`config.mk`:
```
export PLATFORM = sky130hd
export DESIGN_NAME = stst_ram
export DESIGN_NICKNAME = d
export VERILOG_FILES = /design/src/hdl/stst_ram.sv
export SDC_FILE = /design/constraint.sdc
export NUM_CORES = 1
export LEC_CHECK = 0
export BUFFER_PORTS_ARGS = -buffer_cell sky130_fd_sc_hd__buf_2
export CAP_MARGIN = 40
export CORE_MARGIN = 8
export CORE_UTILIZATION = 54
export DETAILED_ROUTE_END_ITERATION = 16
export GPL_TIMING_DRIVEN = 0
export MAX_ROUTING_LAYER = met4
export PLACE_DENSITY_LB_ADDON = 0.15
export SYNTH_ARGS = -nofsm -noshare
export SYNTH_HDL_FRONTEND = slang
export SYNTH_SLANG_ARGS = --single-unit
```
`constraint.sdc`:
```
create_clock -name clk -period 1.6 [get_ports clk]
set_input_delay 0.24 -clock clk [delete_from_list [all_inputs] [get_ports clk]]
set_output_delay 0.24 -clock clk [all_outputs]
set_load 0.01 [all_outputs]
```
`src/hdl/stst_ram.sv`:
```
// Generic single-port-write, single-port-read memory with registered read data.
// Standalone; used for the slot table of the tracker.
module stst_ram #(
	parameter int WIDTH = 8,
	parameter int DEPTH = 16
) (
	input  logic                                         clk,
	input  logic                                         we,
	input  logic [((DEPTH > 1) ? $clog2(DEPTH) : 1)-1:0] waddr,
	input  logic [WIDTH-1:0]                             wdata,
	input  logic [((DEPTH > 1) ? $clog2(DEPTH) : 1)-1:0] raddr,
	output logic [WIDTH-1:0]                             rdata
);
	logic [WIDTH-1:0] mem_q [DEPTH];
	logic [WIDTH-1:0] rdata_q;

	// Write port and registered read port.
	always_ff @(posedge clk) begin
		if (we) begin
			mem_q[waddr] <= wdata;
		end
		rdata_q <= mem_q[raddr];
	end

	assign rdata = rdata_q;
endmodule

```
Yosys cells after proc, flatten, opt, wreduce, memory -nomap -nowiden --
Memories as Yosys holds them, arrays and structs flattened. A register that Yosys moved wholly into a read port is not among the register bits. Index checks and enable logic that the tools add are counted. Widths: inputs -> output; s select.
Operators by class: reductions and logical operators 0, shift operators 0, divide/modulo/power cells 0, equal/unequal tests 0, $add $sub $neg 0, mux-type cells 2, bitwise operators 0, $lt $le $gt $ge 0, multipliers 0
Operators by type and width (number):
- $mux 1 | 2
Storage, ports and cells: memory bits (writable) 128, bits in read-only memories 0, memories 1, bits in registers 0, latch bits 0, input port bits 18
Memories:
- mem_q | words 16, width 8, read ports 1, clocked after Yosys merged registers in 1, write ports 1, line 14 | logic [WIDTH-1:0] mem_q [DEPTH];

Depth between registers and ports, before layout --
depth after elaboration 2, mapped depth 5

Worst setup path after synthesis --
Ideal clock, no wire load.
path type input to register, start input port waddr[2] (netlist name), end memory mem_q[0][0] (enable), cell stages on the path 2, data required time 1.217 ns, path buffers 0, slack -0.133 ns, arrival 1.350 ns, cell sequence or3b_2 -> nor3_1
RTL lines:
- start, declared | line 9 | input logic [((DEPTH > 1) ? $clog2(DEPTH) : 1)-1:0] waddr,
- end, declared | line 14
Straight into the memory's write port.

Worst setup path after layout --
start input port waddr[2] (netlist name), end memory mem_q[2][5] (enable)
Straight into the memory's write port.

==> impl_metrics.ini <==
[sta]
max_freq_mhz = 694
final-setup-viol-count = 0
fin_crit_ns = 1.44
rsz0062_at_grt = no
fin_skew_ns = 0.00583
whs_ns = 0.128
finalHoldViolCount = 0
fin_crit_sh_pct = 90.1
slew_headroom_pct = 42.7
drv_slew = 0
tightest_slew_ns = 0.857

[synth]
ys_seq_area_share_pct = 77.8
syn_avg_cell_area_um2 = 22.5
syn_inst = 229
yosysUniqueCellTypes = 19
ys_warn_count = 0
syn_nets = 247
netlist_area_um2 = 5150
ys_seq_elements = 136

[power]
p_switching_mw = 1.65
comb_power_share_pct = 4.4
powerDensity_nw_per_um2 = 1430
peakVddDrop_v = 0.000878
p_leak_nw = 2.08
sw_frac_of_total_pct = 18.9
p_int_mw = 7.08
p_seq_share_pct = 45.9
finalPower_mw = 8.72
clkPwrFrac_pct = 49.7

[global_routing]
use_met3_pct = 4.01
grt-busiest-layer = met2
grt_max_degree = 17
grt_pass1_wl_um = 14700
track_usage_pct = 16.7
met2_usage_pct = 23.7
grt_pass1_vias = 2527
grt-ovfl-total = 0
met1_usage_pct = 21.7
antenna_found_initial = 0

[final_layout]
fin_area_um2 = 6120
multiInputGateArea_um2 = 1060
syn_to_final_growth_pct = 18.9
final_cell_mix = edfxtp_1 (128), buf_2 (28), mux4_2 (18)
layout.nets = 293
layout_commonest_cell = edfxtp_1
drive_gt1_share_pct = 30.2
antenna_cells = 0
regArea_um2 = 4000
nFillCells = 594

[cts]
clk_path_buf_depth = 2
clock-sinks = 136
cts_tree = built
cts.repair.resized = 0
numCtsBuffers = 17
root_buffer = clkbuf_8
cts_htree_levels = 4
clock_latency_ns = 0.51
cts_setup_buffers = 0
ctsHoldBuffers = 0
clkTransAtPathRegs_ns = 0.06

[critical_path]
crit_arrival_ns = 1.57
reg2reg_to = rdata[7]$_DFF_P_
r2r-start = mem_q[15][7]$_DFFE_PP_
rrSetupSlack_ns = 0.19
critical_path.max_fanout = 8
setup.worst_path.class = in -> reg
endpoint_kind = flop
critPathLaunchType = input port
cp.required_ns = 1.73
reg2reg_depth = 3

[place]
io_buffer_count = 24
dp_hpwl_um = 6120
gp_congestion = 0.721
dpl_cell_area_um2 = 5450

[route]
drc = 0
drtIter0Drc = 160
wl_per_cell_um = 23.7
vias = 2432
antenna_left = 0
dr.pass1.iters = 5
totalWireLength_um = 9890
via_per_inst = 5.83

[floorplan]
die_w_um = 114
core_um2 = 9240
fp-row-count = 35
start_util_pct = 55.7
fp.dieH_um = 114
ios = 26
die_area_um2 = 12900

[status]
status = finished clean

[min_path]
min_path_type = in -> reg
min_path_cells = 1
hold_start = wdata[5]
min_to = mem_q[14][5]$_DFFE_PP_

[flow_run]
maxCapViolCount = 0
[flip-flops by register name (all words and copies together), names as in the netlist]
| register | count |
|---|---|
| rdata | 8 |
| mem_q | 128 |
[through the flow]
stage | instances | util (%) | worst slack, ns | TNS, ns
floorplan | 229 | - | 0.0939 | 0
global placement | 382 | 58.8 | -0.410 | -19.10
detailed placement | 385 | 59.0 | -0.388 | -13.24
CTS | 417 | 66.3 | 0.138 | 0
global route | 417 | 66.3 | 0.120 | 0
finish | 417 | 66.3 | 0.159 | 0
[worst max-delay path by stage]
stage,slack [ns],to,cells after the start,from
finish,0.16,mem_q[2][5]$_DFFE_PP_,3,waddr[2]
global route,0.12,mem_q[2][5]$_DFFE_PP_,3,waddr[2]
CTS,0.14,mem_q[2][5]$_DFFE_PP_,3,waddr[2]
detailed placement,-0.39,mem_q[2][2]$_DFFE_PP_,3,waddr[2]
global placement,-0.41,mem_q[8][3]$_DFFE_PP_,3,waddr[2]
floorplan,0.09,mem_q[3][0]$_DFFE_PP_,2,waddr[2]
[cell usage after synthesis, drive strengths merged]
master | instances | area, um^2
and2 | 1 | 6.26
nor2b | 1 | 6.26
clkdlybuf4s25 | 3 | 30.0
nor2 | 13 | 48.8
mux4 | 32 | 773
nand2b | 2 | 12.5
dfxtp | 8 | 160
buf | 7 | 56.3
and2b | 1 | 7.51
nand3b | 2 | 15.0
nand3 | 1 | 5.00
nand2 | 9 | 33.8
or3b | 1 | 8.76
a22oi | 16 | 120
nor3 | 4 | 20.0
edfxtp | 128 | 3840
[logic make-up after synthesis]
kind of cell | share of synthesized area [%]
buffers and inverters | 1.68
AOI/OAI and AO/OA | 2.33
and+or+nand+nor | 3.18
DFF | 77.8
muxes | 15.0
[metal layers]
layer / up-vias / part of all wire [%]
li1: 1069 / -
met1: 1247 / 42
met2: 98 / 47
met3: 18 / 7.9
met4: 0 / 2.8
met5: - / 0
[power groups by stage]
| stage | clock network (mW) | registers, mW | logic, mW |
|---|---|---|---|
| 5_1_grt | 4.51 | 4.01 | 0.414 |
| 4_1_cts | 4.37 | 4.00 | 0.393 |
| 3_5_place_dp | 0 | 4.08 | 0.390 |
| 6_report | 4.34 | 4.00 | 0.386 |
| 2_1_floorplan | 0 | 4.09 | 0.202 |
| 3_3_place_gp | 0 | 4.07 | 0.381 |
[cell type report]
class / instances / share of cell area (%)
plain buffers: 10 / 1.41
clock buffers: 21 / 7.34
clock inverters: 11 / 3.58
multi-input cells: 83 / 17.4
flip-flops and latches: 136 / 65.4
well taps: 129 / 2.64
repair buffers: 27 / 2.29
[critical path, stage by stage]
cell	delay, ns
buf_2	0.11
or3b_2	0.53
nor2_1	0.68
Note: power is estimated with default switching activity, not from simulation.
