## config.mk

```make
export PLATFORM = sky130hd
export DESIGN_NAME = stst_update
export DESIGN_NICKNAME = d
export VERILOG_FILES = /design/src/hdl/stst_pkg.sv /design/src/hdl/stst_update.sv
export SDC_FILE = /design/constraint.sdc
export NUM_CORES = 1
export LEC_CHECK = 0
export ABC_AREA = 1
export BUFFER_PORTS_ARGS = -buffer_cell sky130_fd_sc_hd__buf_2
export CAP_MARGIN = 20
export CORE_AREA = 10 10 285 287
export DETAILED_ROUTE_END_ITERATION = 6
export DIE_AREA = 0 0 295 297
export MAX_ROUTING_LAYER = met4
export SLEW_MARGIN = 25
export SYNTH_ARGS = -nofsm -noshare
export SYNTH_HDL_FRONTEND = slang
export SYNTH_SLANG_ARGS = --single-unit
```

## constraint.sdc

```tcl
create_clock -name vclk -period 3.47
set_clock_uncertainty 0.15 [all_clocks]
set_input_delay 0.347 -clock vclk [all_inputs]
set_output_delay 0.347 -clock vclk [all_outputs]
set_load 0.05 [all_outputs]
```

## src/hdl/stst_pkg.sv

```systemverilog
// Shared types, constants and helper functions for the source table sequence tracker.
// Used by every module of the tracker but stst_ram; depends on nothing else.
package stst_pkg;

	// Table geometry.
	localparam int NUM_SLOTS = 16;
	localparam int SLOT_W    = (NUM_SLOTS > 1) ? $clog2(NUM_SLOTS) : 1;

	// Stream widths: input fields packed low to high, results padded to whole bytes.
	localparam int IN_W      = 192;
	localparam int OUT_BITS  = 167;
	localparam int OUT_W     = ((OUT_BITS + 7) / 8) * 8;

	localparam logic [31:0] CNT_MAX = 32'hFFFF_FFFF;

	// Packet classification codes.
	typedef enum logic [1:0] {
		VERDICT_NEW = 2'd0,
		VERDICT_FWD = 2'd1,
		VERDICT_DUP = 2'd2,
		VERDICT_OOO = 2'd3
	} verdict_t;

	// One table entry as held in the slot memory.
	typedef struct packed {
		logic [63:0] key;
		logic [31:0] origin_seq;
		logic [31:0] recent_seq;
		logic [63:0] last_time;
		logic [31:0] received;
		logic [31:0] duplicates;
		logic [31:0] reordered;
	} slot_rec_t;

	localparam int REC_W = $bits(slot_rec_t);

	// Fields of the packet under work.
	typedef struct packed {
		logic [63:0] key;
		logic [31:0] seq;
		logic [63:0] now;
	} pkt_t;

	// Outcome of the sweep over the table.
	typedef struct packed {
		logic              hit;
		logic [SLOT_W-1:0] hit_idx;
		slot_rec_t         hit_rec;
		logic              free;
		logic [SLOT_W-1:0] free_idx;
		logic [SLOT_W-1:0] oldest_idx;
	} scan_res_t;

	// Saturating increment of a 32-bit counter.
	function automatic logic [31:0] sat_inc(input logic [31:0] v);
		return (v == CNT_MAX) ? v : v + 32'd1;
	endfunction

	// Low four bits of a slot number, zero-extended when the table is small.
	function automatic logic [3:0] idx_low4(input logic [SLOT_W-1:0] idx);
		logic [SLOT_W+3:0] wide;
		wide = {4'b0000, idx};
		return wide[3:0];
	endfunction

endpackage

```

## src/hdl/stst_update.sv

```systemverilog
// Entry update datapath: classifies a hit or builds a fresh entry for a miss.
// Produces the slot to write, the new entry and the result fields; uses stst_pkg.
module stst_update (
	input  stst_pkg::pkt_t             pkt,
	input  stst_pkg::scan_res_t        res,
	output logic [stst_pkg::SLOT_W-1:0] sel,
	output stst_pkg::verdict_t         verdict,
	output logic                       evicted,
	output stst_pkg::slot_rec_t        new_rec
);
	import stst_pkg::*;

	logic [31:0] diff;
	slot_rec_t   cur;

	assign cur  = res.hit_rec;
	assign diff = pkt.seq - cur.recent_seq;

	// Hits are classified by the wrapping signed sequence step; misses reinitialize a slot.
	always_comb begin
		new_rec = cur;
		sel     = res.hit_idx;
		verdict = VERDICT_FWD;
		evicted = 1'b0;
		if (res.hit) begin
			if (diff == 32'd0) begin
				verdict            = VERDICT_DUP;
				new_rec.duplicates = sat_inc(cur.duplicates);
			end else if (diff[31]) begin
				verdict           = VERDICT_OOO;
				new_rec.reordered = sat_inc(cur.reordered);
			end else begin
				verdict            = VERDICT_FWD;
				new_rec.recent_seq = pkt.seq;
			end
			new_rec.received = sat_inc(cur.received);
		end else begin
			sel                = res.free ? res.free_idx : res.oldest_idx;
			evicted            = !res.free;
			verdict            = VERDICT_NEW;
			new_rec.key        = pkt.key;
			new_rec.origin_seq = pkt.seq;
			new_rec.recent_seq = pkt.seq;
			new_rec.received   = 32'd1;
			new_rec.duplicates = 32'd0;
			new_rec.reordered  = 32'd0;
		end
		new_rec.last_time = pkt.now;
	end
endmodule

```

# Word-level counts from Yosys, hierarchy flattened
# Index checks and enable logic that the tools add are counted.
[totals] reg_bits=0 output_inout_bits=295 wordCells=26
[op_classes] n_addsub=4 n_reduce_logical=2 eq_ne=3 n_mux=17
[ops] op="$mux 32" n=9
[ops] op="$mux 96" n=2
[ops] op="$add 32x1->32 const B" n=3
[ops] op="$eq 32x32->1 const B" n=3
[ops] op="$logic_not 32->1" n=1
[ops] op="$sub 32x32->32" n=1
[ops] op="$mux 4" n=2
[ops] op="$mux 2" n=3
[ops] op="$logic_not 1->1" n=1
[ops] op="$mux 1" n=1

# Depth between registers and ports, before layout
# Gate-level depths: netlist (run 1).
[logic_depth] word_depth=5 depth_mapped=24 depth_no_buf=22

# Worst setup path before layout (run 1)
# Ideal clock, no wire load.
[synth_path] path_type="input -> output" startpoint="in res[174] (netlist name)" endpoint="out new_rec[29] (netlist name)" stages=19 setup_slack_ns=-0.211 n_path_buf=0 arrival_ns=3.184 path_cell_list="inv_1 ha_1 nand2_1 inv_1 a21oi_1 nand2_2 nand2_2 nand2_1 nand2_1 nand2_1 nand2_1 nand2_2 nand2_1 inv_1 nand3_1 inv_1 nand2_1 nor2_1 nor3_1"
[synth_lines] element="from (decl)" line="stst_update.sv:5" source="input stst_pkg::scan_res_t res,"
[synth_lines] element="to (decl)" line="stst_update.sv:9" source="output stst_pkg::slot_rec_t new_rec"

==> key figures, run 1 <==
Detailed routing
  – Via-per-instance ratio: 4.08
  – Detail Route Antenna Nets: 0
  – Total routed wirelength: 64,200 um
  – Initial DRC count: 808
  – Residual DRC: 0
  – Drt pass-1 iters: 6
  – Routed vias: 14,900
  – Routed len/inst: 17.6 um

Die
  – Core box area: 0.0754 mm2
  – Die width: 295 um
  – Die area: 0.0876 mm2
  – Io pins: 757
  – Core Rows: 101
  – Starting Density: 12.1%
  – Die span in y: 297 um

Pwr
  – Switching power: 2.03 mW
  – Clock power share: 0%
  – Leak: 9.30 nW
  – Net Sw Frac: 64.7%
  – PwrDens: 188 mW/mm2
  – Int Power: 1.11 mW
  – Comb pwr share: 100.0%
  – Worst IR Drop VDD: 109 uV
  – Seq pwr share: 0%

Layout
  – Finished Layout Cells: 3,655
  – Share of cells above drive strength 1: 41.6%
  – Synth-to-Final Area Change: 82.0%
  – Register area: 0 um2
  – Fillers: 8,572
  – Seq Cell Count: 0
  – Design Area, Final: 0.0166 mm2
  – Clock buffers: 0
  – Nets: 3,163

Global route
  – Global-route wire length before repair: 90,500 um
  – Final global-route overflow total: 0
  – Initial antenna violation count: 16
  – Pin count of the biggest net entering global routing: 82
  – GRT Overall Usage: 13.7%
  – Vias in the first global route: 14,200

Synthesis
  – XOR/XNOR Fraction of Synth Area: 4.69%
  – Multiplexer area fraction after synthesis: 0.232%
  – Number of library cell types mapped by synthesis: 36
  – Avg Cell Area, Syn: 4.50 um2
  – Gate count after technology mapping: 2,032
  – Simple-Gate Fraction of Synth Area: 59.4%
  – Post-Syn Area: 0.00915 mm2
  – Syn Nets: 2,528
  – Synth Warn #: 0
  – Adder-Cell Fraction of Synth Area: 4.65%
  – Count leader, synth: nand2_1
  – Synth top area share: 38.4%
  – Synth top area cells: nand2_1 38%, inv_1 12%, nor2_1 7.3%
  – Area leader, netlist: nand2_1
  – Sequential-to-total area share from yosys stat: 0%
  – Combinational family with the most area after synthesis: simple AND/OR/NAND/NOR gates
  – Compound-Gate Fraction of Synth Area: 10.2%
  – Commonest cells post-synth: 937 x nand2_1, 291 x inv_1, 179 x nor2_1

Setup path
  – Worst EP required: 2.97 ns
  – CP bufs+invs: 9
  – Startpoint Class: input port
  – Crit. Startpoint: res[180]
  – CP peak stage delay: 0.27 ns
  – CP Capture Type: primary output
  – Critical path peak fanout: 5
  – Most frequent cell on the critical path: nand2_2
  – Critical-path cell list: buf_2 > inv_2 > ha_4 > nand2_4 > buf_6 > inv_1 > nand2_4 > nand2_4 > buf_6 > nand2_2 > nand2_2 > nand2_1 > nand4_1 > nand2_2 > nor2_2 > nand2_2 > nor2_4 > nand3_4 > buf_12 > buf_8 > clkbuf_16 > o21ai_4 > nor2_4 > buf_12
  – Crit path arrival time: 2.98 ns
  – Max stage delay cell, worst path: ha_4
  – Delay-heaviest family, CP: buffers and inverters
  – Critical path class: input port to primary output

Placed design
  – Detailed Place HPWL: 55,100 um
  – Input/output buffers: 565
  – RePlAce Congestion: 0.924
  – Placed instance area: 0.0144 mm2
  – Placed cell count: 3,617

Timing
  – Slew HR: 55.3%
  – Hold slack: 0.544 ns
  – Sum Neg Setup Slack: -0.0204 ns
  – Minimum clock period: 3.48 ns
  – Worst setup margin: -0.0107 ns
  – RSZ-0062 raised after global routing: true
  – Final Cycle Share: 100%
  – Worst slew pin tran: 0.671 ns
  – Endpoints failing setup: 3
  – FMAX: 0.287 GHz
  – Final hold violations: 0
  – Final Max Slew Viols: 0

Hold path
  – Hold wc startpoint: pkt[32]
  – Worst hold path type: input port to primary output

Clocking
  – Hold buffers post-CTS: 0

Run status
  – Violated checks: negative setup slack
  – Outcome: complete, but fails checks

Flow run
  – Max-cap violations: 0
==> kinds of logic (layout without fill, tap and decap cells) <==
logic type / Yosys count / after routing
AND/OR/NAND/NOR: 1334 / 1334
buffers and inverters: 431 / 1064
AO/OA/AOI/OAI: 182 / 182
XOR/XNOR: 49 / 49
adder cells (fa/ha/maj): 34 / 34
multiplexers: 2 / 2
other: 0 / 12
==> routing by layer <==
metal / share of wire (%) / wire (um) / GRT usage [%] / vias to the layer above
met5: 0 / 0 / - / -
met4: 2.8 / 1790 / 3.59 / 0
met3: 8.3 / 5300 / 2.64 / 113
met2: 45 / 29200 / 22.1 / 616
met1: 44 / 27900 / 17.3 / 6670
li1: - / - / - / 7507
==> path summary, 6_finish.rpt <==
check	end	slack, ns	cells after the start
worst min-delay path	new_rec[128]	0.54	0
worst max-delay path	new_rec[54]	-0.01	24
==> stage by stage <==
step | power [mW] | worst slack [ns] | utilization (%)
2_1_floorplan | 1.80 | 0.000983 | -
3_3_place_gp | 2.73 | -0.390 | 19.1
3_5_place_dp | 2.73 | -0.402 | 19.1
4_1_cts | 2.94 | -0.0287 | 20.8
5_1_grt | 3.37 | -0.164 | 22.1
6_report | 3.14 | -0.0107 | 22.1
==> power by group through the flow <==
stage / combinational [mW] / sequential, mW / clock (mW)
finish: 3.14 / 0 / 0.000000467
global route: 3.37 / 0 / 0.000000388
CTS: 2.94 / 0 / 0
detailed placement: 2.73 / 0 / 0
global placement: 2.73 / 0 / 0
floorplan: 1.80 / 0 / 0
==> layout make-up <==
cell class	count	area (um2)	area share, %
diodes	12	30.0	0.180
repair buffers	763	5520	33.1
multi-input cells	1601	8720	52.4
well taps	978	1220	7.35
inverters	301	1150	6.94
==> timing repair <==
| action | CTS | global route |
|---|---|---|
| setup endpoints to repair | 95 | 96 |
| setup buffers | 11 | 13 |
| pin swaps | 13 | 87 |
| gates resized for setup | 266 | 251 |
| gates cloned | 5 | 2 |
==> cell usage in the layout (no fill, tap or decap), types with 13 or more instances in the layout <==
cell / netlist / final
nand2_1: 937 / 805
buf_2: 3 / 473
inv_1: 291 / 250
buf_4: 65 / 171
nor2_1: 179 / 117
nand2_2: 5 / 111
o21ai_0: 74 / 74
nand4_1: 65 / 65
buf_6: 5 / 54
a21oi_1: 66 / 53
nand3_1: 65 / 53
nor2_2: 6 / 47
buf_12: 0 / 46
xor2_1: 45 / 44
nor3_1: 46 / 41
inv_2: 6 / 40
ha_4: 0 / 30
nand2_4: 0 / 25
nor2_4: 1 / 22
nor4_1: 17 / 16
o21ai_2: 0 / 13
No activity file was read; power rests on OpenSTA's default activity.
==> run 2: changes to the inputs <==
--- a/config.mk
+++ b/config.mk
@@ -12,5 +12,4 @@
 export DETAILED_ROUTE_END_ITERATION = 6
 export DIE_AREA = 0 0 295 297
-export MAX_ROUTING_LAYER = met4
 export SLEW_MARGIN = 25
 export SYNTH_ARGS = -nofsm -noshare
==> constraint.sdc (replaced) <==
create_clock -name vclk -period 3.47
set_clock_uncertainty 0.15 [all_clocks]
set_input_delay 0.5205 -clock vclk [all_inputs]
set_output_delay 0.5205 -clock vclk [all_outputs]
set_load 0.05 [all_outputs]
==> run 2 against run 1 <==
  * The flow still finishes with violations (negative setup slack)
  * Clock-buffer cell count stayed put
  * Fmax decreased by 7.5%
  * Worst hold slack improved by 0.35 ns
  * Combinational power grew 12%
  * Power up 12%
  * Largest power group unchanged
  * Critical path type unchanged
  * Critical endpoint is now new_rec[53]
  * Largest cell class unchanged
  * Worst setup slack worse by 0.28 ns
==> key figures, run 2 (synthesis results as in run 1) <==
Timing
  – Final Max Slew Viols: 0 (unchanged)
  – Worst setup margin: -0.292 ns (was -0.0107 ns)
  – Final Cycle Share: 108% (was 100%)
  – Endpoints failing setup: 76 (was 3)
  – Hold slack: 0.891 ns (was 0.544 ns)
  – FMAX: 0.266 GHz (was 0.287 GHz)
  – Minimum clock period: 3.76 ns (was 3.48 ns)
  – RSZ-0062 raised after global routing: true (unchanged)
  – Slew HR: 61.5% (was 55.3%)
  – Worst slew pin tran: 0.572 ns (was 0.671 ns)
  – Final hold violations: 0 (unchanged)

Die
  – Starting Density: 12.1% (unchanged)
  – Io pins: 757 (unchanged)
  – Core box area: 0.0754 mm2 (unchanged)
  – Die area: 0.0876 mm2 (unchanged)
  – Core Rows: 101 (unchanged)
  – Die width: 295 um (unchanged)
  – Die span in y: 297 um (unchanged)

Pwr
  – PwrDens: 189 mW/mm2 (was 188 mW/mm2)
  – Leak: 9.98 nW (was 9.30 nW)
  – Worst IR Drop VDD: 101 uV (was 109 uV)
  – Total chip power: 3.52 mW (was 3.14 mW)

Detailed routing
  – Initial DRC count: 916 (was 808)
  – Routed len/inst: 21.0 um (was 17.6 um)
  – Routed vias: 15,500 (was 14,900)
  – Drt pass-1 iters: 5 (was 6)
  – Total routed wirelength: 78,200 um (was 64,200 um)
  – Detail Route Antenna Nets: 0 (unchanged)
  – Via-per-instance ratio: 4.15 (was 4.08)
  – Residual DRC: 0 (unchanged)

Flow run
  – Max-cap violations: 0 (unchanged)

Hold path
  – Worst hold path type: input port to primary output (unchanged)

Layout
  – Fillers: 8,457 (was 8,572)
  – Commonest non-fill, non-tap cell in the layout: nand2_1 (unchanged)
  – Register area: 0 um2 (unchanged)
  – Nets: 3,234 (was 3,163)
  – Share of cells above drive strength 1: 48.4% (was 41.6%)
  – Most frequent cells in the layout: 731 x nand2_1, 441 x buf_2, 240 x inv_1 (was 805 x nand2_1, 473 x buf_2, 250 x inv_1)
  – Clock buffers: 0 (unchanged)
  – Seq Cell Count: 0 (unchanged)
  – Synth-to-Final Area Change: 104% (was 82.0%)
  – Design Area, Final: 0.0187 mm2 (was 0.0166 mm2)
  – Multi-input gate area: 0.00967 mm2 (was 0.00872 mm2)

Global route
  – GRT Overall Usage: 16.7% (was 13.7%)
  – Global-route wire length before repair: 109,000 um (was 90,500 um)
  – Initial antenna violation count: 31 (was 16)
  – Pin count of the biggest net entering global routing: 68 (was 82)
  – Final global-route overflow total: 0 (unchanged)
  – Vias in the first global route: 15,600 (was 14,200)

Setup path
  – CP Capture Type: primary output (unchanged)
  – Critical path peak fanout: 8 (was 5)
  – Worst EP required: 2.80 ns (was 2.97 ns)
  – Startpoint Class: input port (unchanged)
  – Crit path arrival time: 3.09 ns (was 2.98 ns)
  – Critical path class: input port to primary output (unchanged)

Placed design
  – Placed instance area: 0.0154 mm2 (was 0.0144 mm2)
  – Detailed Place HPWL: 67,400 um (was 55,100 um)
  – Place WS: -0.873 ns (was -0.402 ns)
  – RePlAce Congestion: 0.939 (was 0.924)
  – Input/output buffers: 565 (unchanged)

Run status
  – Outcome: complete, but fails checks (unchanged)
  – Violated checks: negative setup slack (unchanged)
-- run 2: power breakdown --
| part | switching, mW | total (mW) | internal, mW |
|---|---|---|---|
| Sequential | 0 | 0 | 0 |
| Clock | 0 | 0.000000551 | 0.000000551 |
| Combinational | 2.23 | 3.52 | 1.29 |
-- run 2: area by class of cell --
| type | count | share of cell area [%] |
|---|---|---|
| well taps | 978 | 6.55 |
| repair buffers | 834 | 35.1 |
| inverters | 301 | 6.35 |
| diodes | 14 | 0.188 |
| multi-input cells | 1601 | 51.8 |
-- run 2: final timing paths --
| check | from | endpoint | cells after the start |
|---|---|---|---|
| max | pkt[69] | new_rec[53] | 21 |
| min | pkt[55] | new_rec[151] | 0 |
-- run 2: per-layer routing --
| layer | share of wire (%) | track usage, % | up-vias |
|---|---|---|---|
| li1 | - | - | 7655 |
| met1 | 43 | 21.6 | 7027 |
| met2 | 46 | 28.0 | 644 |
| met3 | 8.4 | 3.96 | 134 |
| met4 | 2.6 | 3.05 | 14 |
| met5 | 0.11 | 0 | - |
-- run 2: repair_timing --
action / 4_1_cts / 5_1_grt
pin swaps: 58 / 118
endpoints found under the setup margin: 102 / 115
hold buffers: 0 / 0
cloned: 10 / 1
resized for setup: 465 / 308
buffers inserted: 25 / 17
-- run 2: per-stage QoR --
| step | setup TNS (ns) | instances | utilization (%) |
|---|---|---|---|
| after global placement | -56.62 | 3669 | 20.5 |
| after global routing | -28.84 | 3719 | 24.7 |
| final | -15.72 | 3728 | 24.7 |
| after detailed placement | -57.74 | 3669 | 20.5 |
| after CTS | -17.99 | 3703 | 23.3 |
| after floorplan | -0.447 | 2032 | - |
-- run 2: worst max-delay path, cell delays in order --
cell     delay, ns
buf_2         0.12
ha_4          0.31
buf_6         0.11
nand2_4       0.05
nor2_2        0.16
and2_4        0.17
nand2_1       0.08
nand3_2       0.08
nand2_2       0.07
nand3_1       0.10
nand2_2       0.07
nor2_2        0.11
nand2_2       0.06
nor2_4        0.13
nand3_4       0.13
buf_12        0.19
buf_16        0.17
nand2_4       0.06
o21ai_4       0.06
nor2_4        0.13
buf_12        0.15
