## src/hdl/stst_pkg.sv

```systemverilog
// Shared types, constants and helper functions for the source table sequence tracker.
// Used by every module of the tracker but stst_ram; depends on nothing else.
package stst_pkg;

	// Table geometry.
	localparam int NUM_SLOTS = 16;
	localparam int SLOT_W    = (NUM_SLOTS > 1) ? $clog2(NUM_SLOTS) : 1;

	// Stream widths: input fields packed low to high, results padded to whole bytes.
	localparam int IN_W      = 192;
	localparam int OUT_BITS  = 167;
	localparam int OUT_W     = ((OUT_BITS + 7) / 8) * 8;

	localparam logic [31:0] CNT_MAX = 32'hFFFF_FFFF;

	// Packet classification codes.
	typedef enum logic [1:0] {
		VERDICT_NEW = 2'd0,
		VERDICT_FWD = 2'd1,
		VERDICT_DUP = 2'd2,
		VERDICT_OOO = 2'd3
	} verdict_t;

	// One table entry as held in the slot memory.
	typedef struct packed {
		logic [63:0] key;
		logic [31:0] origin_seq;
		logic [31:0] recent_seq;
		logic [63:0] last_time;
		logic [31:0] received;
		logic [31:0] duplicates;
		logic [31:0] reordered;
	} slot_rec_t;

	localparam int REC_W = $bits(slot_rec_t);

	// Fields of the packet under work.
	typedef struct packed {
		logic [63:0] key;
		logic [31:0] seq;
		logic [63:0] now;
	} pkt_t;

	// Outcome of the sweep over the table.
	typedef struct packed {
		logic              hit;
		logic [SLOT_W-1:0] hit_idx;
		slot_rec_t         hit_rec;
		logic              free;
		logic [SLOT_W-1:0] free_idx;
		logic [SLOT_W-1:0] oldest_idx;
	} scan_res_t;

	// Saturating increment of a 32-bit counter.
	function automatic logic [31:0] sat_inc(input logic [31:0] v);
		return (v == CNT_MAX) ? v : v + 32'd1;
	endfunction

	// Low four bits of a slot number, zero-extended when the table is small.
	function automatic logic [3:0] idx_low4(input logic [SLOT_W-1:0] idx);
		logic [SLOT_W+3:0] wide;
		wide = {4'b0000, idx};
		return wide[3:0];
	endfunction

endpackage

```

## src/hdl/stst_scan.sv

```systemverilog
// Slot evaluation unit: compares one table entry per cycle, while eval_en is high, against the packet.
// Tracks the first hit, the first free slot and the oldest last-seen time; uses stst_pkg.
module stst_scan (
	input  logic                          clk,
	input  logic                          arst_n,
	input  logic                          start,
	input  logic                          eval_en,
	input  logic [stst_pkg::SLOT_W-1:0]   eval_idx,
	input  logic [stst_pkg::NUM_SLOTS-1:0] valid_vec,
	input  stst_pkg::slot_rec_t           rec,
	input  logic [63:0]                   key,
	output stst_pkg::scan_res_t           res
);
	import stst_pkg::*;

	logic              hit_q;
	logic              free_q;
	logic [SLOT_W-1:0] hit_idx_q;
	logic [SLOT_W-1:0] free_idx_q;
	logic [SLOT_W-1:0] oldest_idx_q;
	logic [63:0]       oldest_time_q;
	slot_rec_t         hit_rec_q;
	logic              slot_v;
	logic              key_eq;
	logic              older;

	// Shared comparators for the entry on the read port.
	assign slot_v = valid_vec[eval_idx];
	assign key_eq = (rec.key == key);
	assign older  = ($signed(rec.last_time) < $signed(oldest_time_q));

	// Control flags of the sweep.
	always_ff @(posedge clk or negedge arst_n) begin
		if (!arst_n) begin
			hit_q  <= 1'b0;
			free_q <= 1'b0;
		end else if (start) begin
			hit_q  <= 1'b0;
			free_q <= 1'b0;
		end else if (eval_en) begin
			if (slot_v && key_eq) begin
				hit_q <= 1'b1;
			end
			if (!slot_v) begin
				free_q <= 1'b1;
			end
		end
	end

	// Captured indexes, the hit entry and the running minimum of last-seen times.
	always_ff @(posedge clk) begin
		if (eval_en) begin
			if (slot_v && key_eq && !hit_q) begin
				hit_idx_q <= eval_idx;
				hit_rec_q <= rec;
			end
			if (!slot_v && !free_q) begin
				free_idx_q <= eval_idx;
			end
			if (eval_idx == '0 || older) begin
				oldest_idx_q  <= eval_idx;
				oldest_time_q <= rec.last_time;
			end
		end
	end

	assign res = '{
		hit:        hit_q,
		hit_idx:    hit_idx_q,
		hit_rec:    hit_rec_q,
		free:       free_q,
		free_idx:   free_idx_q,
		oldest_idx: oldest_idx_q
	};
endmodule

```

## config.mk

```make
export PLATFORM = sky130hd
export DESIGN_NAME = stst_scan
export DESIGN_NICKNAME = d
export VERILOG_FILES = /design/src/hdl/stst_pkg.sv /design/src/hdl/stst_scan.sv
export SDC_FILE = /design/constraint.sdc
export NUM_CORES = 1
export LEC_CHECK = 0
export ABC_AREA = 1
export ABC_CLOCK_PERIOD_IN_PS = 24800
export BUFFER_PORTS_ARGS = -buffer_cell sky130_fd_sc_hd__buf_2
export CAP_MARGIN = 0
export CELL_PAD_IN_SITES_DETAIL_PLACEMENT = 1
export CELL_PAD_IN_SITES_GLOBAL_PLACEMENT = 2
export CORE_AREA = 2 2 261 263
export DETAILED_ROUTE_END_ITERATION = 7
export DIE_AREA = 0 0 263 265
export PLACE_DENSITY = 0.6
export SYNTH_ARGS = -nofsm -noshare
export SYNTH_HDL_FRONTEND = slang
export SYNTH_SLANG_ARGS = --single-unit
```

## constraint.sdc

```tcl
create_clock -name clk -period 24.8 [get_ports clk]
set_clock_uncertainty 0.05 [all_clocks]
set_input_delay 1.24 -clock clk [delete_from_list [all_inputs] [get_ports clk]]
set_output_delay 1.24 -clock clk [all_outputs]
set_load 0.01 [all_outputs]
```

# After elaboration in Yosys (flattened, before gate mapping)

Cells that the tools add are included.

Reductions and logical operators: 15
Order comparisons: 2
Multiplexer cells: 8
Eq/ne operators: 2

Operator list:

| cell                 | number |
|---|---|
| $eq A64 B64 Y1       | 1 |
| $lt A64 B64 Y1       | 1 |
| $reduce_and A2 Y1    | 5 |
| $mux W1              | 7 |
| $lt A4 B5 Y1 const B | 1 |
| $bmux W1 S4          | 1 |
| $logic_not A4 Y1     | 1 |
| $reduce_bool A2 Y1   | 2 |
| $logic_and A1 B1 Y1  | 3 |
| $logic_not A1 Y1     | 3 |
| $ne A2 B2 Y1 const B | 1 |
| $logic_or A1 B1 Y1   | 1 |

Input bits: 376
Output and inout bits: 302
Word-level logic and storage cells: 40
Register bits after elaboration: 366

# Longest topological paths before layout

Gate-level depths: netlist of the first run.

Word-level depth: 6
Depth in mapped cells: 18
Depth with buffers taken out: 18

# Worst setup path after synthesis of the first run

Ideal clock, no wire load.

Path type: input to register
Start: input port rec[227] (netlist name)
End: register hit_idx_q[0], enable pin
Path buffers: 0
Setup time: 1.303 ns
Setup slack: 1.898 ns
Required time: 23.447 ns
Stages on the path: 8
Data arrival time: 21.550 ns
Cells stage by stage: inv_1 -> or2_2 -> nand2_1 -> nor4_1 -> nand4_1 -> nor2_1 -> nand3_1 -> nor3_1

Cells in the longest elaborated chain, start to end: 4

RTL lines:

| what                               | RTL line        | text |
|---|---|---|
| start: declaration                 | stst_scan.sv:10 | `input stst_pkg::slot_rec_t rec,` |
| $eq A64 B64 Y1                     | stst_scan.sv:29 | `assign key_eq = (rec.key == key);` |
| $logic_and A1 B1 Y1 (2 in series)  | stst_scan.sv:53 | `if (slot_v && key_eq && !hit_q) begin` |
| $reduce_and A2 Y1 (no source line) | --              |  |
| end signal: assignment             | stst_scan.sv:54 | `hit_idx_q <= eval_idx;` |
| end: declaration                   | stst_scan.sv:18 | `logic [SLOT_W-1:0] hit_idx_q;` |

Every way passes these cells.
A chain may end at the register's enable or synchronous reset.

# Worst setup path in the final report of the first run

Start: input port key[55]
End: register hit_rec_q (netlist bit res[119]), enable pin

Cells in the longest elaborated chain, start to end: 4

RTL lines:

| what                               | RTL line        | text |
|---|---|---|
| start: declaration                 | stst_scan.sv:11 | `input logic [63:0] key,` |
| $eq A64 B64 Y1                     | stst_scan.sv:29 |  |
| $logic_and A1 B1 Y1 (2 in series)  | stst_scan.sv:53 |  |
| $reduce_and A2 Y1 (no source line) | --              |  |
| end signal: assignment             | stst_scan.sv:55 | `hit_rec_q <= rec;` |
| end: declaration                   | stst_scan.sv:22 | `slot_rec_t hit_rec_q;` |

Every way passes these cells.

==> flow_summary_export.csv, run 1 <==
group,metric,value,unit
worst_setup_path,worst-setup-path-type,"in2reg",
timing,tightest_slew,1110,ps
die,core_area,66800,um^2
cells_and_area,mostFrequentLayoutCells,"buf_2 (677), edfxtp_1 (364), nand2_1 (167), inv_1 (132), ha_1 (63)",
logic_synthesis,yosys_warnings,0,
cells_and_area,fin_util,30.5,%
global_route,track_usage,16.8,%
drt,drt-total-wl,60.0,mm
clock_tree,path_clk_slew,60,ps
logic_synthesis,ys_seq_elements,366,
global_route,first_global_vias,11400,
cells_and_area,finalNetCount,2140,
job,drv_cap,0,
power,pwr-share-comb,7.6,%
logic_synthesis,synth_area_per_cell,14.7,um^2
power,p_sw_share,22.9,%
timing,max_slew_margin,26.1,%
clock_tree,insertion_delay,580,ps
timing,period_needed,4270,ps
timing,setup_tns,0,ps
power,p_int,0.00115,W
worst_setup_path,critPathRequiredTime,24940,ps
worst_setup_path,critPathLaunchType,"primary input",
clock_tree,cts_tree,"done",
die,die_area,69700,um^2
global_route,grt_max_degree,83,
drt,wl_per_cell,22.9,um
worst_setup_path,cp_max_fo,75,
clock_tree,clock-root-buffer,"clkbuf_16",
placement,gp_congestion,0.870,
drt,drtAntennaViolNets,0,
drt,drtIter0Drc,648,
die,io_pins,678,
power,pwr-share-clk,45.7,%
run_status,status,"complete, no violations",
clock_tree,clock_sinks,366,
cells_and_area,area_delta_synth_final,42.3,%
clock_tree,cts_made_buffers,46,
logic_synthesis,ys_seq_area_share,76.7,%
power,p_switching,0.000342,W
drt,vias,10700,
die,num_rows,95,
clock_tree,hold_buffers,0,
timing,period_share,17.2,%
worst_setup_path,cp_data_arrival_time,4410,ps
global_route,grt_overflow,0,
global_route,antenna_found_initial,36,
placement,dp_hpwl,50.0,mm
timing,setup_viol,0,
timing,rsz0062_at_grt,"false",
placement,io_buffers,677,
timing,drv_slew,0,
power,leakage,8.83,nW
die,floorplan.die.height,265,um
logic_synthesis,ys_types,30,
drt,dr.pass1.iters,4,
logic_synthesis,synth_ff_type,"edfxtp_1",
timing,whs,403,ps
clock_tree,cts_resized,0,
clock_tree,cts_setup_buffers,0,
timing,hold_viol_final,0,
logic_synthesis,synthesis.area,14300,um^2
logic_synthesis,netlist_instances,974,
drt,drc,0,
die,die_w,263,um
power,peakVddDrop,0.0440,mV
drt,via_per_inst,4.10,
clock_tree,htreeDepth,2,
logic_synthesis,synth_edf_count,364,
worst_setup_path,end_kind,"flop",
die,start_util,21.4,%
global_route,grt_pass1_wl,83.0,mm
timing,fmax,0.234,GHz
power,seq_power_share,46.8,%
cells_and_area,final_common_cell,"buf_2",
worst_hold_path,min_path_type,"in2async",
power,power.density,73.1,nW/um^2
cells_and_area,layout-drive-gt1-share,46.3,%
clock_tree,cts.path.max_buffers,3,
logic_synthesis,synthArstFlopShare,0.546,%
logic_synthesis,syn-num-nets,1413,
[registers in the layout (all words and copies together) (netlist names)]
signal,count
free_idx_q,4
free_q,1
hit_idx_q,4
hit_q,1
oldest_idx_q,4
oldest_time_q,64
res,288
[per-stage QoR]
step | power (W) | cell area [um^2] | setup slack, ps | instances
after global routing | 0.00155 | 20300 | 20470 | 2612
after detailed placement | 0.000825 | 18800 | 20010 | 2526
after CTS | 0.00152 | 20300 | 20640 | 2608
after global placement | 0.000822 | 18800 | 20110 | 2526
final | 0.00149 | 20400 | 20540 | 2619
after floorplan | 0.000759 | 14300 | 1900 | 974
[logic make-up (layout without fill, tap and decap cells)]
kind of cell | Yosys count | count (layout) | share of synthesized area (%)
AO/OA/AOI/OAI | 51 | 51 | 1.92
buffers and inverters | 139 | 900 | 3.71
adder cells (fa/ha/maj) | 63 | 63 | 5.51
XOR/XNOR | 15 | 15 | 0.918
AND/OR/NAND/NOR | 339 | 339 | 11.1
other | 0 | 11 | 0
multiplexers | 1 | 1 | 0.0700
flip-flops | 366 | 366 | 76.7
[cell type report]
cell class | count | area (um^2)
antenna | 11 | 27.5
sequential | 366 | 11000
multi-input combinational | 469 | 2800
tap | 873 | 1090
clock buffer | 55 | 1190
clock inverter | 27 | 327
inverter | 135 | 508
timing repair buffer | 683 | 3430
fill | 7468 | 46400
[metal layers]
metal | routed length (um) | vias to the layer above | track usage [%]
li1 | - | 4927 | -
met1 | 20400 | 5103 | 16.8
met2 | 30600 | 533 | 30.5
met3 | 5760 | 135 | 6.79
met4 | 3000 | 38 | 7.92
met5 | 228 | - | 0
[cell usage after synthesis, types with 2 or more instances]
cell	number	area [um^2]
nor3_1	10	50.1
nand2_2	2	12.5
ha_1	63	788
nand4_2	2	25.0
edfxtp_1	364	10900
a21oi_1	33	165
nand4_1	31	194
nand3_1	27	135
o21ai_0	11	55.1
dfrtp_1	2	50.1
nand2_1	167	627
xnor2_1	15	131
or2_1	3	18.8
nor2_1	38	143
inv_1	133	499
nor4_1	8	50.1
or2_2	48	300
o211ai_1	4	30.0
buf_4	2	15.0
[final timing paths]
kind,slack [ps],endpoint,cells past startpoint,start
worst max-delay path,20540,res[119]$_DFFE_PP_,8,key[55]
worst min-delay path,400,free_q$_DFFE_PN0P_,1,arst_n
worst max register to register,21480,oldest_idx_q[0]$_DFFE_PP_,15,oldest_time_q[63]$_DFFE_PP_
worst min register to register,490,free_q$_DFFE_PN0P_,2,free_q$_DFFE_PN0P_
max in group asynchronous,24190,hit_q$_DFFE_PN0P_,1,arst_n
min in group clk,490,free_q$_DFFE_PN0P_,2,free_q$_DFFE_PN0P_
[worst max-delay path: stages]
cell,delay [ps]
buf_2,100
xnor2_1,700
nand4_1,310
nor3_1,270
nand3_1,130
nor3_2,160
buf_4,520
buf_4,820
[power groups by stage]
stage / logic, W / clock network (W) / registers [W]
floorplan: 0.0000491 / 0 / 0.000710
global placement: 0.000113 / 0 / 0.000709
detailed placement: 0.000116 / 0 / 0.000709
CTS: 0.000116 / 0.000704 / 0.000696
global route: 0.000129 / 0.000724 / 0.000697
finish: 0.000113 / 0.000680 / 0.000696
(Power assumes the default switching activity.)
==> run 2: changes to the inputs <==
--- a/config.mk
+++ b/config.mk
@@ -6,15 +6,15 @@
 export NUM_CORES = 1
 export LEC_CHECK = 0
 export ABC_AREA = 1
-export ABC_CLOCK_PERIOD_IN_PS = 24800
+export ABC_CLOCK_PERIOD_IN_PS = 3800
 export BUFFER_PORTS_ARGS = -buffer_cell sky130_fd_sc_hd__buf_2
 export CAP_MARGIN = 0
 export CELL_PAD_IN_SITES_DETAIL_PLACEMENT = 1
 export CELL_PAD_IN_SITES_GLOBAL_PLACEMENT = 2
-export CORE_AREA = 2 2 261 263
+export CORE_AREA = 2 2 263 265
 export DETAILED_ROUTE_END_ITERATION = 7
-export DIE_AREA = 0 0 263 265
-export PLACE_DENSITY = 0.6
+export DIE_AREA = 0 0 265 267
+export PLACE_DENSITY = 0.62
 export SYNTH_ARGS = -nofsm -noshare
 export SYNTH_HDL_FRONTEND = slang
 export SYNTH_SLANG_ARGS = --single-unit
==> constraint.sdc (replaced) <==
create_clock -name clk -period 3.8 [get_ports clk]
set_clock_uncertainty 0.05 [all_clocks]
set_input_delay 0.19 -clock clk [delete_from_list [all_inputs] [get_ports clk]]
set_output_delay 0.19 -clock clk [all_outputs]
set_load 0.01 [all_outputs]
==> run 2 against run 1 <==
  * Critical path type unchanged
  * Routed wire length increased by 8.8%
  * Sequential share of layout area decreased by 7.1 points
  * Worst setup slack got worse by 20000 ps
  * Count of clock-buffer cells in the layout decreased by 5
  * Die area increased by 1.5%
  * Largest cell class unchanged
  * Total power increased to 6.6 times the previous value
  * Sequential power increased to 6.5 times the previous value
  * Combinational power increased to 9.0 times the previous value
==> flow_summary_export.csv, run 2 (synthesis gave the netlist of run 1 again) <==
group,metric,value,unit
run_status,status,"complete, no violations",
worst_setup_path,cp_max_fo,48,
drt,via_per_inst,4.08,
worst_setup_path,r2r_end,"oldest_time_q[31]$_DFFE_PP_",
drt,drtAntennaViolNets,0,
timing,drv_slew,0,
clock_tree,clock_sinks,366,
power,p_sw_share,23.5,%
cells_and_area,largest_reg_flops,288,
power,power.density,421,nW/um^2
global_route,grt_overflow,0,
drt,drtIter0Drc,678,
worst_setup_path,end_kind,"flop",
die,start_util,21.0,%
worst_hold_path,hold_end,"hit_q$_DFFE_PN0P_",
power,total_power,0.00987,W
worst_setup_path,worstReg2RegStart,"oldest_time_q[63]$_DFFE_PP_",
global_route,antenna_found_initial,6,
clock_tree,cts_made_buffers,43,
die,num_rows,96,
die,die_w,265,um
worst_hold_path,min_path_type,"in2reg",
cells_and_area,layout-drive-gt1-share,40.3,%
clock_tree,htreeDepth,2,
cells_and_area,finalNetCount,2447,
placement,gp_congestion,0.881,
timing,max_slew_margin,59.9,%
timing,fmax,0.321,GHz
power,pwr-share-comb,10.3,%
die,core_area,68000,um^2
cells_and_area,final_common_cell,"buf_2",
power,leakage,10.1,nW
power,p_switching,0.00232,W
timing,rsz0062_at_grt,"false",
cells_and_area,mostFrequentLayoutCells,"buf_2 (677), edfxtp_1 (364), dlygate4sd3_1 (296), nand2_1 (167), inv_1 (124)",
job,drv_cap,0,
worst_hold_path,min_delay_path_depth,6,
global_route,grt_busiest_layer,"met2",
worst_hold_path,hold_start,"key[17]",
drt,vias,12000,
clock_tree,clock-root-buffer,"clkbuf_16",
worst_setup_path,r2r_slack,840,ps
die,die_area,70800,um^2
worst_setup_path,worst_r2r_path_depth,14,
clock_tree,cts_resized,0,
drt,wl_per_cell,22.3,um
timing,setup_viol,0,
clock_tree,cts_tree,"done",
die,io_pins,678,
worst_setup_path,critPathRequiredTime,3990,ps
worst_setup_path,worst-setup-path-type,"in2reg",
drt,drt-total-wl,65.3,mm
timing,period_needed,3120,ps
power,seq_power_share,46.0,%
power,p_int,0.00755,W
placement,io_buffers,677,
clock_tree,cts.path.max_buffers,3,
power,pwr-share-clk,43.6,%
global_route,track_usage,18.0,%
cells_and_area,fin_util,34.5,%
timing,tightest_slew,599,ps
clock_tree,path_clk_slew,60,ps
placement,dpl.cell_count,2549,
power,peakVddDrop,0.275,mV
worst_setup_path,cp_data_arrival_time,3310,ps
clock_tree,insertion_delay,570,ps
timing,hold_viol_final,0,
die,floorplan.die.height,267,um
global_route,grt_pass1_wl,92.0,mm
worst_setup_path,critPathLaunchType,"primary input",
placement,dp_hpwl,50.3,mm
drt,drc,0,
global_route,grt_max_degree,87,
timing,setup_tns,0,ps
drt,dr.pass1.iters,4,
global_route,use_met1,18.5,%
global_route,first_global_vias,13300,
cells_and_area,area_delta_synth_final,63.9,%
timing,period_share,82.1,%
global_route,gr-usage-met3,4.74,%
global_route,gr-usage-met2,33.0,%
cells_and_area,final_cell_count_no_fill,2928,
-- run 2: what timing repair did --
item                      in CTS  in global routing
setup buffers                  0                  0
hold endpoints to repair     368                  0
hold buffers                 296                  0
-- run 2: metal layers --
metal | up-vias | routed length [um] | share of wire, %
met5 | - | 19 | 0.029
met2 | 581 | 33500 | 51
met3 | 120 | 4610 | 7.1
li1 | 5538 | - | -
met4 | 4 | 4190 | 6.4
met1 | 5712 | 23000 | 35
-- run 2: cell type report --
type / count / area (um^2)
clock inverters: 30 / 339
well taps: 882 / 1100
repair buffers: 993 / 6560
clock buffers: 50 / 1100
inverters: 135 / 528
flip-flops and latches: 366 / 11000
diodes: 3 / 7.51
multi-input cells: 469 / 2820
fillers: 7502 / 44500
-- run 2: worst max-delay path by stage --
stage	start	end	slack (ps)	depth (start not counted)
2_1_floorplan	key[11]	hit_idx_q[0]$_DFFE_PP_	-4520	8
3_3_place_gp	rec[250]	res[230]$_DFFE_PP_	700	10
3_5_place_dp	rec[250]	res[84]$_DFFE_PP_	660	10
4_1_cts	oldest_time_q[63]$_DFFE_PP_	oldest_time_q[21]$_DFFE_PP_	670	15
5_1_grt	oldest_time_q[63]$_DFFE_PP_	oldest_time_q[31]$_DFFE_PP_	470	15
6_report	rec[250]	res[201]$_DFFE_PP_	680	11
-- run 2: critical path: stages --
cell and delay [ps]:
dlygate4sd3_1 540, buf_2 140, xnor2_1 460, nand3_1 130
nor3_1 200, nand4_1 170, nor2_1 270, nand3_1 170
nor3_4 250, buf_12 340, buf_4 350
-- run 2: power by group through the flow --
stage | sequential [W] | clock, W | combinational (W)
2_1_floorplan | 0.00463 | 0 | 0.000326
3_3_place_gp | 0.00463 | 0 | 0.000752
3_5_place_dp | 0.00463 | 0 | 0.000772
4_1_cts | 0.00454 | 0.00442 | 0.00104
5_1_grt | 0.00455 | 0.00457 | 0.00114
6_report | 0.00454 | 0.00430 | 0.00102
-- run 2: through the flow --
step	setup slack, ps	hold WS, ps	instance area (um^2)
6_report	681	107	23400
5_1_grt	468	138	23400
4_1_cts	674	80.1	23400
3_5_place_dp	656	-24.5	19000
3_3_place_gp	696	-29.9	19000
2_1_floorplan	-4520	-156	14400
